--- src/rtl/core/pee_pkg.sv ---
// ----------------------------------------------------------------------------
// pee_pkg: shared types and constants of the postfix expression evaluator
// Holds the character codes, the operator decode and the flag record.
// ----------------------------------------------------------------------------
package pee_pkg;

   localparam int WORD_W    = 32;
   localparam int CHAR_W    = 8;
   localparam int DIV_STEPS = 32;
   localparam int DIV_CNT_W = 5;

   localparam logic [CHAR_W-1:0] CHAR_ZERO  = 8'h30;
   localparam logic [CHAR_W-1:0] CHAR_NINE  = 8'h39;
   localparam logic [CHAR_W-1:0] CHAR_PLUS  = 8'h2B;
   localparam logic [CHAR_W-1:0] CHAR_MINUS = 8'h2D;
   localparam logic [CHAR_W-1:0] CHAR_STAR  = 8'h2A;
   localparam logic [CHAR_W-1:0] CHAR_SLASH = 8'h2F;

   // Value returned by a pop from an empty stack.
   localparam logic [WORD_W-1:0] EMPTY_POP_VALUE = '1;

   typedef enum logic [2:0] {
      OP_ADD,
      OP_SUB,
      OP_MUL,
      OP_DIV,
      OP_BAD
   } op_type;

   typedef struct packed {
      logic under;
      logic over;
      logic inval;
      logic div0;
   } flags_type;

   function automatic op_type decode_op(input logic [CHAR_W-1:0] code);
      op_type op;
      case (code)
         CHAR_PLUS:  op = OP_ADD;
         CHAR_MINUS: op = OP_SUB;
         CHAR_STAR:  op = OP_MUL;
         CHAR_SLASH: op = OP_DIV;
         default:    op = OP_BAD;
      endcase
      return op;
   endfunction

endpackage

--- src/rtl/core/pee_req_if.sv ---
// ----------------------------------------------------------------------------
// pee_req_if: request channel of the postfix expression evaluator
// Carries one expression character and its end-of-expression mark.
// ----------------------------------------------------------------------------
interface pee_req_if;
   logic       valid;
   logic       ready;
   logic [7:0] char_code;
   logic       last_char;

   modport source (output valid, output char_code, output last_char, input ready);
   modport sink   (input valid, input char_code, input last_char, output ready);
endinterface

--- src/rtl/core/pee_rsp_if.sv ---
// ----------------------------------------------------------------------------
// pee_rsp_if: response channel of the postfix expression evaluator
// Carries the final value of an expression and its sticky error flags.
// ----------------------------------------------------------------------------
interface pee_rsp_if;
   logic               valid;
   logic               ready;
   logic signed [31:0] value;
   logic               underflow_seen;
   logic               overflow_seen;
   logic               invalid_seen;
   logic               divide_by_zero;

   modport source (output valid, output value, output underflow_seen,
                   output overflow_seen, output invalid_seen,
                   output divide_by_zero, input ready);
   modport sink   (input valid, input value, input underflow_seen,
                   input overflow_seen, input invalid_seen,
                   input divide_by_zero, output ready);
endinterface

--- src/rtl/core/postfix_expression_evaluator.sv ---
// A digit is pushed from idle; any other character pops two operands, and
// '+', '-', '*' and '/' push a result ('/' via the one-bit-per-cycle restoring
// divider unless the divisor is zero). A last character adds the final pop and
// a registered response once the output register is free. One transaction is in work at a time.
// Reset (synchronous) empties the stack and clears the flags; the stack
// memory itself is not cleared and no clearing pass is needed.
// ----------------------------------------------------------------------------
// postfix_expression_evaluator: single-digit postfix evaluator
// A small sequencer drives a stack memory, an adder, subtractor and multiplier, an
// iterative divider, and emits one response per expression.
// ----------------------------------------------------------------------------
module postfix_expression_evaluator import pee_pkg::*; #(
   parameter int STACK_DEPTH = 8
) (
   input  logic      clock,
   input  logic      reset,
   pee_req_if.sink   req_if,
   pee_rsp_if.source rsp_if
);

   // The count must hold the depth itself; the index only addresses entries.
   localparam int CNT_W = $clog2(STACK_DEPTH + 1);
   localparam int IDX_W = (STACK_DEPTH > 1) ? $clog2(STACK_DEPTH) : 1;

   // One-hot sequencer states.
   typedef enum logic [8:0] {
      ST_IDLE    = 9'b000000001,
      ST_POP_R   = 9'b000000010,
      ST_POP_L   = 9'b000000100,
      ST_EXEC    = 9'b000001000,
      ST_DIV     = 9'b000010000,
      ST_DIV_END = 9'b000100000,
      ST_PUSH    = 9'b001000000,
      ST_FIN_RD  = 9'b010000000,
      ST_FIN_OUT = 9'b100000000
   } state_type;

   // Control registers.
   state_type            state_ff, state_in;
   logic [CNT_W-1:0]     count_ff, count_in;
   flags_type            flags_ff, flags_in;
   logic                 rsp_valid_ff, rsp_valid_in;

   // Payload registers.
   logic                 last_ff, last_in;
   op_type               op_ff, op_in;
   logic                 empty_ff, empty_in;
   logic [WORD_W-1:0]    rhs_ff, rhs_in;
   logic [WORD_W-1:0]    result_ff, result_in;
   logic [WORD_W-1:0]    rem_ff, rem_in;
   logic [WORD_W-1:0]    quo_ff, quo_in;
   logic [WORD_W-1:0]    dvs_ff, dvs_in;
   logic                 neg_ff, neg_in;
   logic [DIV_CNT_W-1:0] div_cnt_ff, div_cnt_in;
   logic [WORD_W-1:0]    rsp_value_ff, rsp_value_in;
   flags_type            rsp_flags_ff, rsp_flags_in;

   // Stack memory with a registered read port.
   logic [WORD_W-1:0]    stack_mem [STACK_DEPTH];
   logic [WORD_W-1:0]    rd_data_ff;
   logic                 mem_we;
   logic                 mem_re;
   logic [IDX_W-1:0]     wr_addr;
   logic [IDX_W-1:0]     rd_addr;
   logic [WORD_W-1:0]    wr_data;

   // Shared requests to the push and pop logic.
   logic                 push_req;
   logic [WORD_W-1:0]    push_data;
   logic                 pop_req;

   logic [CNT_W-1:0]     count_dec;
   logic                 stack_full;
   logic                 stack_empty;
   logic [WORD_W-1:0]    pop_val;
   logic                 is_digit;
   logic                 rsp_free;
   logic [WORD_W:0]      div_trial;

   assign count_dec   = count_ff - CNT_W'(1);
   assign stack_full  = (count_ff == CNT_W'(STACK_DEPTH));
   assign stack_empty = (count_ff == '0);
   assign rd_addr     = count_dec[IDX_W-1:0];
   assign wr_addr     = count_ff[IDX_W-1:0];
   assign wr_data     = push_data;

   // The value of the most recent pop: the word read, or the empty marker.
   assign pop_val   = empty_ff ? EMPTY_POP_VALUE : rd_data_ff;
   assign is_digit  = req_if.char_code inside {[CHAR_ZERO:CHAR_NINE]};
   assign rsp_free  = !rsp_valid_ff || rsp_if.ready;

   // Restoring division step: shift the next dividend bit into the
   // remainder and try to subtract the divisor.
   assign div_trial = {rem_ff, quo_ff[WORD_W-1]} - {1'b0, dvs_ff};

   assign req_if.ready          = (state_ff == ST_IDLE);
   assign rsp_if.valid          = rsp_valid_ff;
   assign rsp_if.value          = rsp_value_ff;
   assign rsp_if.underflow_seen = rsp_flags_ff.under;
   assign rsp_if.overflow_seen  = rsp_flags_ff.over;
   assign rsp_if.invalid_seen   = rsp_flags_ff.inval;
   assign rsp_if.divide_by_zero = rsp_flags_ff.div0;

   always_comb begin
      state_in     = state_ff;
      count_in     = count_ff;
      flags_in     = flags_ff;
      rsp_valid_in = rsp_valid_ff;
      last_in      = last_ff;
      op_in        = op_ff;
      empty_in     = empty_ff;
      rhs_in       = rhs_ff;
      result_in    = result_ff;
      rem_in       = rem_ff;
      quo_in       = quo_ff;
      dvs_in       = dvs_ff;
      neg_in       = neg_ff;
      div_cnt_in   = div_cnt_ff;
      rsp_value_in = rsp_value_ff;
      rsp_flags_in = rsp_flags_ff;
      push_req     = 1'b0;
      push_data    = result_ff;
      pop_req      = 1'b0;
      mem_we       = 1'b0;
      mem_re       = 1'b0;

      // A response that has been taken frees the output register.
      if (rsp_valid_ff && rsp_if.ready) begin
         rsp_valid_in = 1'b0;
      end

      case (state_ff)
         ST_IDLE: begin
            if (req_if.valid) begin
               last_in = req_if.last_char;
               op_in   = decode_op(req_if.char_code);
               if (is_digit) begin
                  // The low nibble of an ASCII digit is its value.
                  push_req  = 1'b1;
                  push_data = {{(WORD_W-4){1'b0}}, req_if.char_code[3:0]};
                  state_in  = req_if.last_char ? ST_FIN_RD : ST_IDLE;
               end else begin
                  state_in = ST_POP_R;
               end
            end
         end
         ST_POP_R: begin
            pop_req  = 1'b1;
            state_in = ST_POP_L;
         end
         ST_POP_L: begin
            rhs_in   = pop_val;
            pop_req  = 1'b1;
            state_in = ST_EXEC;
         end
         ST_EXEC: begin
            case (op_ff)
               OP_ADD: begin
                  result_in = pop_val + rhs_ff;
                  state_in  = ST_PUSH;
               end
               OP_SUB: begin
                  result_in = pop_val - rhs_ff;
                  state_in  = ST_PUSH;
               end
               OP_MUL: begin
                  result_in = pop_val * rhs_ff;
                  state_in  = ST_PUSH;
               end
               OP_DIV: begin
                  if (rhs_ff == '0) begin
                     flags_in.div0 = 1'b1;
                     result_in     = '0;
                     state_in      = ST_PUSH;
                  end else begin
                     // Divide magnitudes; the sign is applied at the end.
                     neg_in     = pop_val[WORD_W-1] ^ rhs_ff[WORD_W-1];
                     quo_in     = pop_val[WORD_W-1] ? -pop_val : pop_val;
                     dvs_in     = rhs_ff[WORD_W-1] ? -rhs_ff : rhs_ff;
                     rem_in     = '0;
                     div_cnt_in = '0;
                     state_in   = ST_DIV;
                  end
               end
               default: begin
                  // Both operands are discarded and nothing is pushed.
                  flags_in.inval = 1'b1;
                  state_in       = last_ff ? ST_FIN_RD : ST_IDLE;
               end
            endcase
         end
         ST_DIV: begin
            if (!div_trial[WORD_W]) begin
               rem_in = div_trial[WORD_W-1:0];
            end else begin
               rem_in = {rem_ff[WORD_W-2:0], quo_ff[WORD_W-1]};
            end
            quo_in     = {quo_ff[WORD_W-2:0], !div_trial[WORD_W]};
            div_cnt_in = div_cnt_ff + DIV_CNT_W'(1);
            if (div_cnt_ff == DIV_CNT_W'(DIV_STEPS - 1)) begin
               state_in = ST_DIV_END;
            end
         end
         ST_DIV_END: begin
            // The most negative value over -1 wraps back onto itself here.
            result_in = neg_ff ? -quo_ff : quo_ff;
            state_in  = ST_PUSH;
         end
         ST_PUSH: begin
            push_req = 1'b1;
            state_in = last_ff ? ST_FIN_RD : ST_IDLE;
         end
         ST_FIN_RD: begin
            pop_req  = 1'b1;
            state_in = ST_FIN_OUT;
         end
         ST_FIN_OUT: begin
            if (rsp_free) begin
               rsp_valid_in = 1'b1;
               rsp_value_in = pop_val;
               rsp_flags_in = flags_ff;
               count_in     = '0;
               flags_in     = '0;
               state_in     = ST_IDLE;
            end
         end
         default: begin
            state_in = ST_IDLE;
         end
      endcase

      // A push onto a full stack is dropped and noted.
      if (push_req) begin
         if (stack_full) begin
            flags_in.over = 1'b1;
         end else begin
            mem_we   = 1'b1;
            count_in = count_ff + CNT_W'(1);
         end
      end

      // A pop from an empty stack yields the empty marker and is noted.
      if (pop_req) begin
         if (stack_empty) begin
            empty_in       = 1'b1;
            flags_in.under = 1'b1;
         end else begin
            empty_in = 1'b0;
            mem_re   = 1'b1;
            count_in = count_dec;
         end
      end
   end

   always_ff @(posedge clock) begin
      if (reset) begin
         state_ff     <= ST_IDLE;
         count_ff     <= '0;
         flags_ff     <= '0;
         rsp_valid_ff <= 1'b0;
      end else begin
         state_ff     <= state_in;
         count_ff     <= count_in;
         flags_ff     <= flags_in;
         rsp_valid_ff <= rsp_valid_in;
      end
   end

   always_ff @(posedge clock) begin
      last_ff      <= last_in;
      op_ff        <= op_in;
      empty_ff     <= empty_in;
      rhs_ff       <= rhs_in;
      result_ff    <= result_in;
      rem_ff       <= rem_in;
      quo_ff       <= quo_in;
      dvs_ff       <= dvs_in;
      neg_ff       <= neg_in;
      div_cnt_ff   <= div_cnt_in;
      rsp_value_ff <= rsp_value_in;
      rsp_flags_ff <= rsp_flags_in;
   end

   // Stack memory: one write and one registered read per cycle.
   always_ff @(posedge clock) begin
      if (mem_we) begin
         stack_mem[wr_addr] <= wr_data;
      end
      if (mem_re) begin
         rd_data_ff <= stack_mem[rd_addr];
      end
   end

endmodule
--- src/flat_wrapper.sv ---
// flat-port wrapper written by rule: the top's interface ports become plain ports
module postfix_expression_evaluator_flat import pee_pkg::*;
#(
   parameter int STACK_DEPTH = 8
)
  (clock, reset, req_if_valid, req_if_char_code, req_if_last_char, req_if_ready, rsp_if_valid, rsp_if_value, rsp_if_underflow_seen, rsp_if_overflow_seen, rsp_if_invalid_seen, rsp_if_divide_by_zero, rsp_if_ready);
  pee_req_if req_if_i ();
  pee_rsp_if rsp_if_i ();
  input  logic clock;
  input  logic reset;
  input wire logic [$bits(req_if_i.valid)-1:0] req_if_valid;
  input wire logic [$bits(req_if_i.char_code)-1:0] req_if_char_code;
  input wire logic [$bits(req_if_i.last_char)-1:0] req_if_last_char;
  output wire logic [$bits(req_if_i.ready)-1:0] req_if_ready;
  output wire logic [$bits(rsp_if_i.valid)-1:0] rsp_if_valid;
  output wire logic [$bits(rsp_if_i.value)-1:0] rsp_if_value;
  output wire logic [$bits(rsp_if_i.underflow_seen)-1:0] rsp_if_underflow_seen;
  output wire logic [$bits(rsp_if_i.overflow_seen)-1:0] rsp_if_overflow_seen;
  output wire logic [$bits(rsp_if_i.invalid_seen)-1:0] rsp_if_invalid_seen;
  output wire logic [$bits(rsp_if_i.divide_by_zero)-1:0] rsp_if_divide_by_zero;
  input wire logic [$bits(rsp_if_i.ready)-1:0] rsp_if_ready;
  assign req_if_i.valid = req_if_valid;
  assign req_if_i.char_code = req_if_char_code;
  assign req_if_i.last_char = req_if_last_char;
  assign req_if_ready = req_if_i.ready;
  assign rsp_if_valid = rsp_if_i.valid;
  assign rsp_if_value = rsp_if_i.value;
  assign rsp_if_underflow_seen = rsp_if_i.underflow_seen;
  assign rsp_if_overflow_seen = rsp_if_i.overflow_seen;
  assign rsp_if_invalid_seen = rsp_if_i.invalid_seen;
  assign rsp_if_divide_by_zero = rsp_if_i.divide_by_zero;
  assign rsp_if_i.ready = rsp_if_ready;
  postfix_expression_evaluator #(.STACK_DEPTH(STACK_DEPTH)) u_core (.clock(clock), .reset(reset), .req_if(req_if_i), .rsp_if(rsp_if_i));
endmodule
--- config.mk ---
export PLATFORM = sky130hd
export DESIGN_NAME = postfix_expression_evaluator_flat
export DESIGN_NICKNAME = d
export VERILOG_FILES = /design/src/rtl/core/pee_pkg.sv /design/src/rtl/core/pee_req_if.sv /design/src/rtl/core/pee_rsp_if.sv /design/src/rtl/core/postfix_expression_evaluator.sv /design/src/flat_wrapper.sv
export SDC_FILE = /design/constraint.sdc
export NUM_CORES = 2
export LEC_CHECK = 0
export ABC_CLOCK_PERIOD_IN_PS = 18850
export BUFFER_PORTS_ARGS = -buffer_cell sky130_fd_sc_hd__clkbuf_2
export CAP_MARGIN = 20
export CORE_AREA = 2 2 362 364
export DETAILED_ROUTE_END_ITERATION = 7
export DIE_AREA = 0 0 364 366
export PLACE_DENSITY_LB_ADDON = 0.05
export SYNTH_ARGS = -nofsm -noshare
export SYNTH_HDL_FRONTEND = slang
export SYNTH_SLANG_ARGS = --single-unit
--- constraint.sdc ---
create_clock -name clock -period 18.85 [get_ports clock]
set_input_delay 5.655 -clock clock [delete_from_list [all_inputs] [get_ports clock]]
set_output_delay 5.655 -clock clock [all_outputs]
set_load 0.02 [all_outputs]
==> impl_metrics.env <==
export IMPL_run_status="completed"
export IMPL_place_port_buffers=50
export IMPL_synth_area_per_cell_um2=11.2
export IMPL_fin_crit_sh_pct=45.0
export IMPL_fp_dieW_um=364
export IMPL_synthDistinctLibCells=84
export IMPL_cp_arrival_ns=8.84
export IMPL_antenna_found_initial=5
export IMPL_hold_violations=0
export IMPL_n_antenna_cell=0
export IMPL_dp_hpwl_mm=91.4
export IMPL_cts_sinks=513
export IMPL_crit_path_start_kind="flip-flop"
export IMPL_min_period_ns=8.48
export IMPL_placed_cell_area_mm2=0.0435
export IMPL_crit_path_end_kind="flip-flop"
export IMPL_yosys_area_top_type_share_pct=36.1
export IMPL_ios=51
export IMPL_fillers=12900
export IMPL_clkTransAtPathRegs_ns=0.06
export IMPL_cp_data_required_time_ns=19.20
export IMPL_ys_seq_area_share_pct=37.0
export IMPL_numCtsBuffers=70
export IMPL_worstMarginPinSlew_ns=1.03
export IMPL_rsz0062_at_grt="false"
export IMPL_detail_route_antenna_nets=0
export IMPL_ys_ff_latch=513
export IMPL_grt_use_total_pct=20.3
export IMPL_ys_async_sr_fraction_pct=0
export IMPL_drt_total_wl_mm=133
export IMPL_grt_max_degree=70
export IMPL_gp_congestion=0.823
export IMPL_maxSlewViolCount=0
export IMPL_fmax_mhz=118
export IMPL_hold_class="reg -> reg"
export IMPL_cts_root_buf="clkbuf_16"
export IMPL_p_per_area_mw_per_mm2=110
export IMPL_fin_skew_ns=0.0542
export IMPL_critPathKind="reg -> reg"
export IMPL_finalSetupViolCount=0
export IMPL_wl_per_cell_um=24.2
export IMPL_hold_slack_ns=0.445
export IMPL_fin_area_mm2=0.0458
export IMPL_slowest_stage="a221oi_1"
export IMPL_fin_util_pct=35.5
export IMPL_maxCapViolations=0
export IMPL_synth_edff_count=495
export IMPL_synthTopCellsByArea="edfxtp_1, fa_1, ha_1, and2_1, inv_1"
export IMPL_insertion_delay_ns=0.69
export IMPL_synth_most_common_cell="edfxtp_1"
export IMPL_ir_drop_v=0.000123
export IMPL_synth_top_cells_by_count="edfxtp_1, inv_1, fa_1"
export IMPL_holdBufCountCts=0
export IMPL_floorplan_initialDensity_pct=31.9
export IMPL_max_stage_delay_ns=0.61
export IMPL_drt_iter0_markers=1705
export IMPL_die_h_um=366
export IMPL_ys_flop_type="edfxtp_1"
export IMPL_vias_per_cell=4.90
export IMPL_yosysTopAreaCell="edfxtp_1"
export IMPL_synth_area_mm2=0.0411
export IMPL_grt_ovfl_total=0
export IMPL_fin_nets=4298
export IMPL_drive_gt1_share_pct=10.3
export IMPL_synth_net_count=4298
export IMPL_tns_ns=0
export IMPL_vias=26800
export IMPL_synth_cells=3681
export IMPL_design_die_area_mm2=0.133
export IMPL_htreeDepth=3
export IMPL_num_rows=132
export IMPL_dr_pass1_iters=5
export IMPL_core_area_mm2=0.129
export IMPL_crit_fanout=56
export IMPL_yosysWarnings=0
export IMPL_post_cts_resized=0
export IMPL_cts_setup_buffers=0
export IMPL_drc=0
export IMPL_syn_to_final_growth_pct=11.4
export IMPL_grt_pass1_wl_mm=198
export IMPL_leakagePower_nw=18.1
export IMPL_cp_common_cell="fa_1"
export IMPL_cts_tree="yes"
export IMPL_maxSlewHeadroom_pct=31.3
export IMPL_grt_pass1_vias=28500
export IMPL_cts_buffer_depth=3
[registers in the layout, summed over array words and instances (netlist names), 9 cells and up]
| register | cells |
|---|---|
| u_core.stack_mem | 256 |
| u_core.dvs_ff | 32 |
| u_core.quo_ff | 32 |
| u_core.rd_data_ff | 32 |
| u_core.rem_ff | 32 |
| u_core.result_ff | 32 |
| u_core.rhs_ff | 32 |
| u_core.rsp_if.value | 32 |
| u_core.state_ff | 9 |
[critical path: cells and delay by family, from the launching register on]
family | cells | cell delay (ns)
AO/OA/AOI/OAI | 5 | 1.52
AND/OR/NAND/NOR | 6 | 1.19
XOR/XNOR | 1 | 0.12
flip-flops | 1 | 0.32
adder cells (fa/ha/maj) | 9 | 3.72
buffers and inverters | 7 | 1.28
[final cells by class]
cell class,instances,area (um2),share of cell area [%]
multi-input cells,2509,23500,51.3
flip-flops and latches,513,15200,33.2
well taps,1742,2180,4.76
clock buffers,85,1820,3.97
inverters,459,1720,3.76
repair buffers,128,848,1.85
clock inverters,43,503,1.10
[cell usage in the layout, fill, tap and decap left out, types with 50 or more instances in the layout]
cell type / n
clkbuf_2: 50
mux4_2: 64
and2_1: 338
xnor2_1: 161
nor2_1: 141
o21ai_0: 78
nand2_1: 361
a21oi_1: 107
ha_1: 193
fa_1: 410
inv_1: 449
edfxtp_1: 495
buf_4: 77
xor2_1: 95
clkbuf_16: 70
[cells by family (layout without fill, tap and decap cells)]
| family | count (synthesis) | in the layout | share of synthesized area [%] |
|---|---|---|---|
| fa+ha+maj | 604 | 604 | 25.9 |
| xor+xnor | 258 | 258 | 5.50 |
| compound gates | 434 | 434 | 6.79 |
| simple gates | 1081 | 1081 | 13.5 |
| mux | 132 | 132 | 5.28 |
| buf+inv | 659 | 715 | 6.06 |
| flops | 513 | 513 | 37.0 |
[routing by layer]
layer	global-route usage [%]	share of wire, %	vias to the layer above	wire, um
li1	-	-	12300	-
met1	29.0	47	13900	62900
met2	33.0	47	462	62500
met3	2.77	3.7	126	4930
met4	3.77	1.7	0	2220
met5	0	0	-	0
[where the power goes]
group	internal (mW)	switching [mW]
Sequential	1.25	0.00751
Combinational	1.00	1.40
Clock	0.795	0.569
Total	3.05	1.97
[stage by stage]
stage	std cells	setup WS [ns]	total power, mW
floorplan	3681	9.36	2.97
global route	5479	9.94	5.38
detailed placement	5350	10.12	3.69
CTS	5478	10.38	5.10
finish	5479	10.37	5.02
global placement	5350	10.10	3.71
[path summary, 6_finish.rpt]
path | cells past startpoint | end | slack, ns | from
setup / recovery | 28 | u_core.result_ff[19]$_DFFE_PP_ | 10.37 | u_core.empty_ff$_DFFE_PN_
hold / removal | 0 | u_core.rsp_if.underflow_seen$_DFFE_PP_ | 0.44 | u_core.flags_ff[3]$_SDFF_PP0_
setup reg to reg | 28 | u_core.result_ff[19]$_DFFE_PP_ | 10.37 | u_core.empty_ff$_DFFE_PN_
hold reg to reg | 0 | u_core.rsp_if.underflow_seen$_DFFE_PP_ | 0.44 | u_core.flags_ff[3]$_SDFF_PP0_
Note: power is estimated with default switching activity, not from simulation.
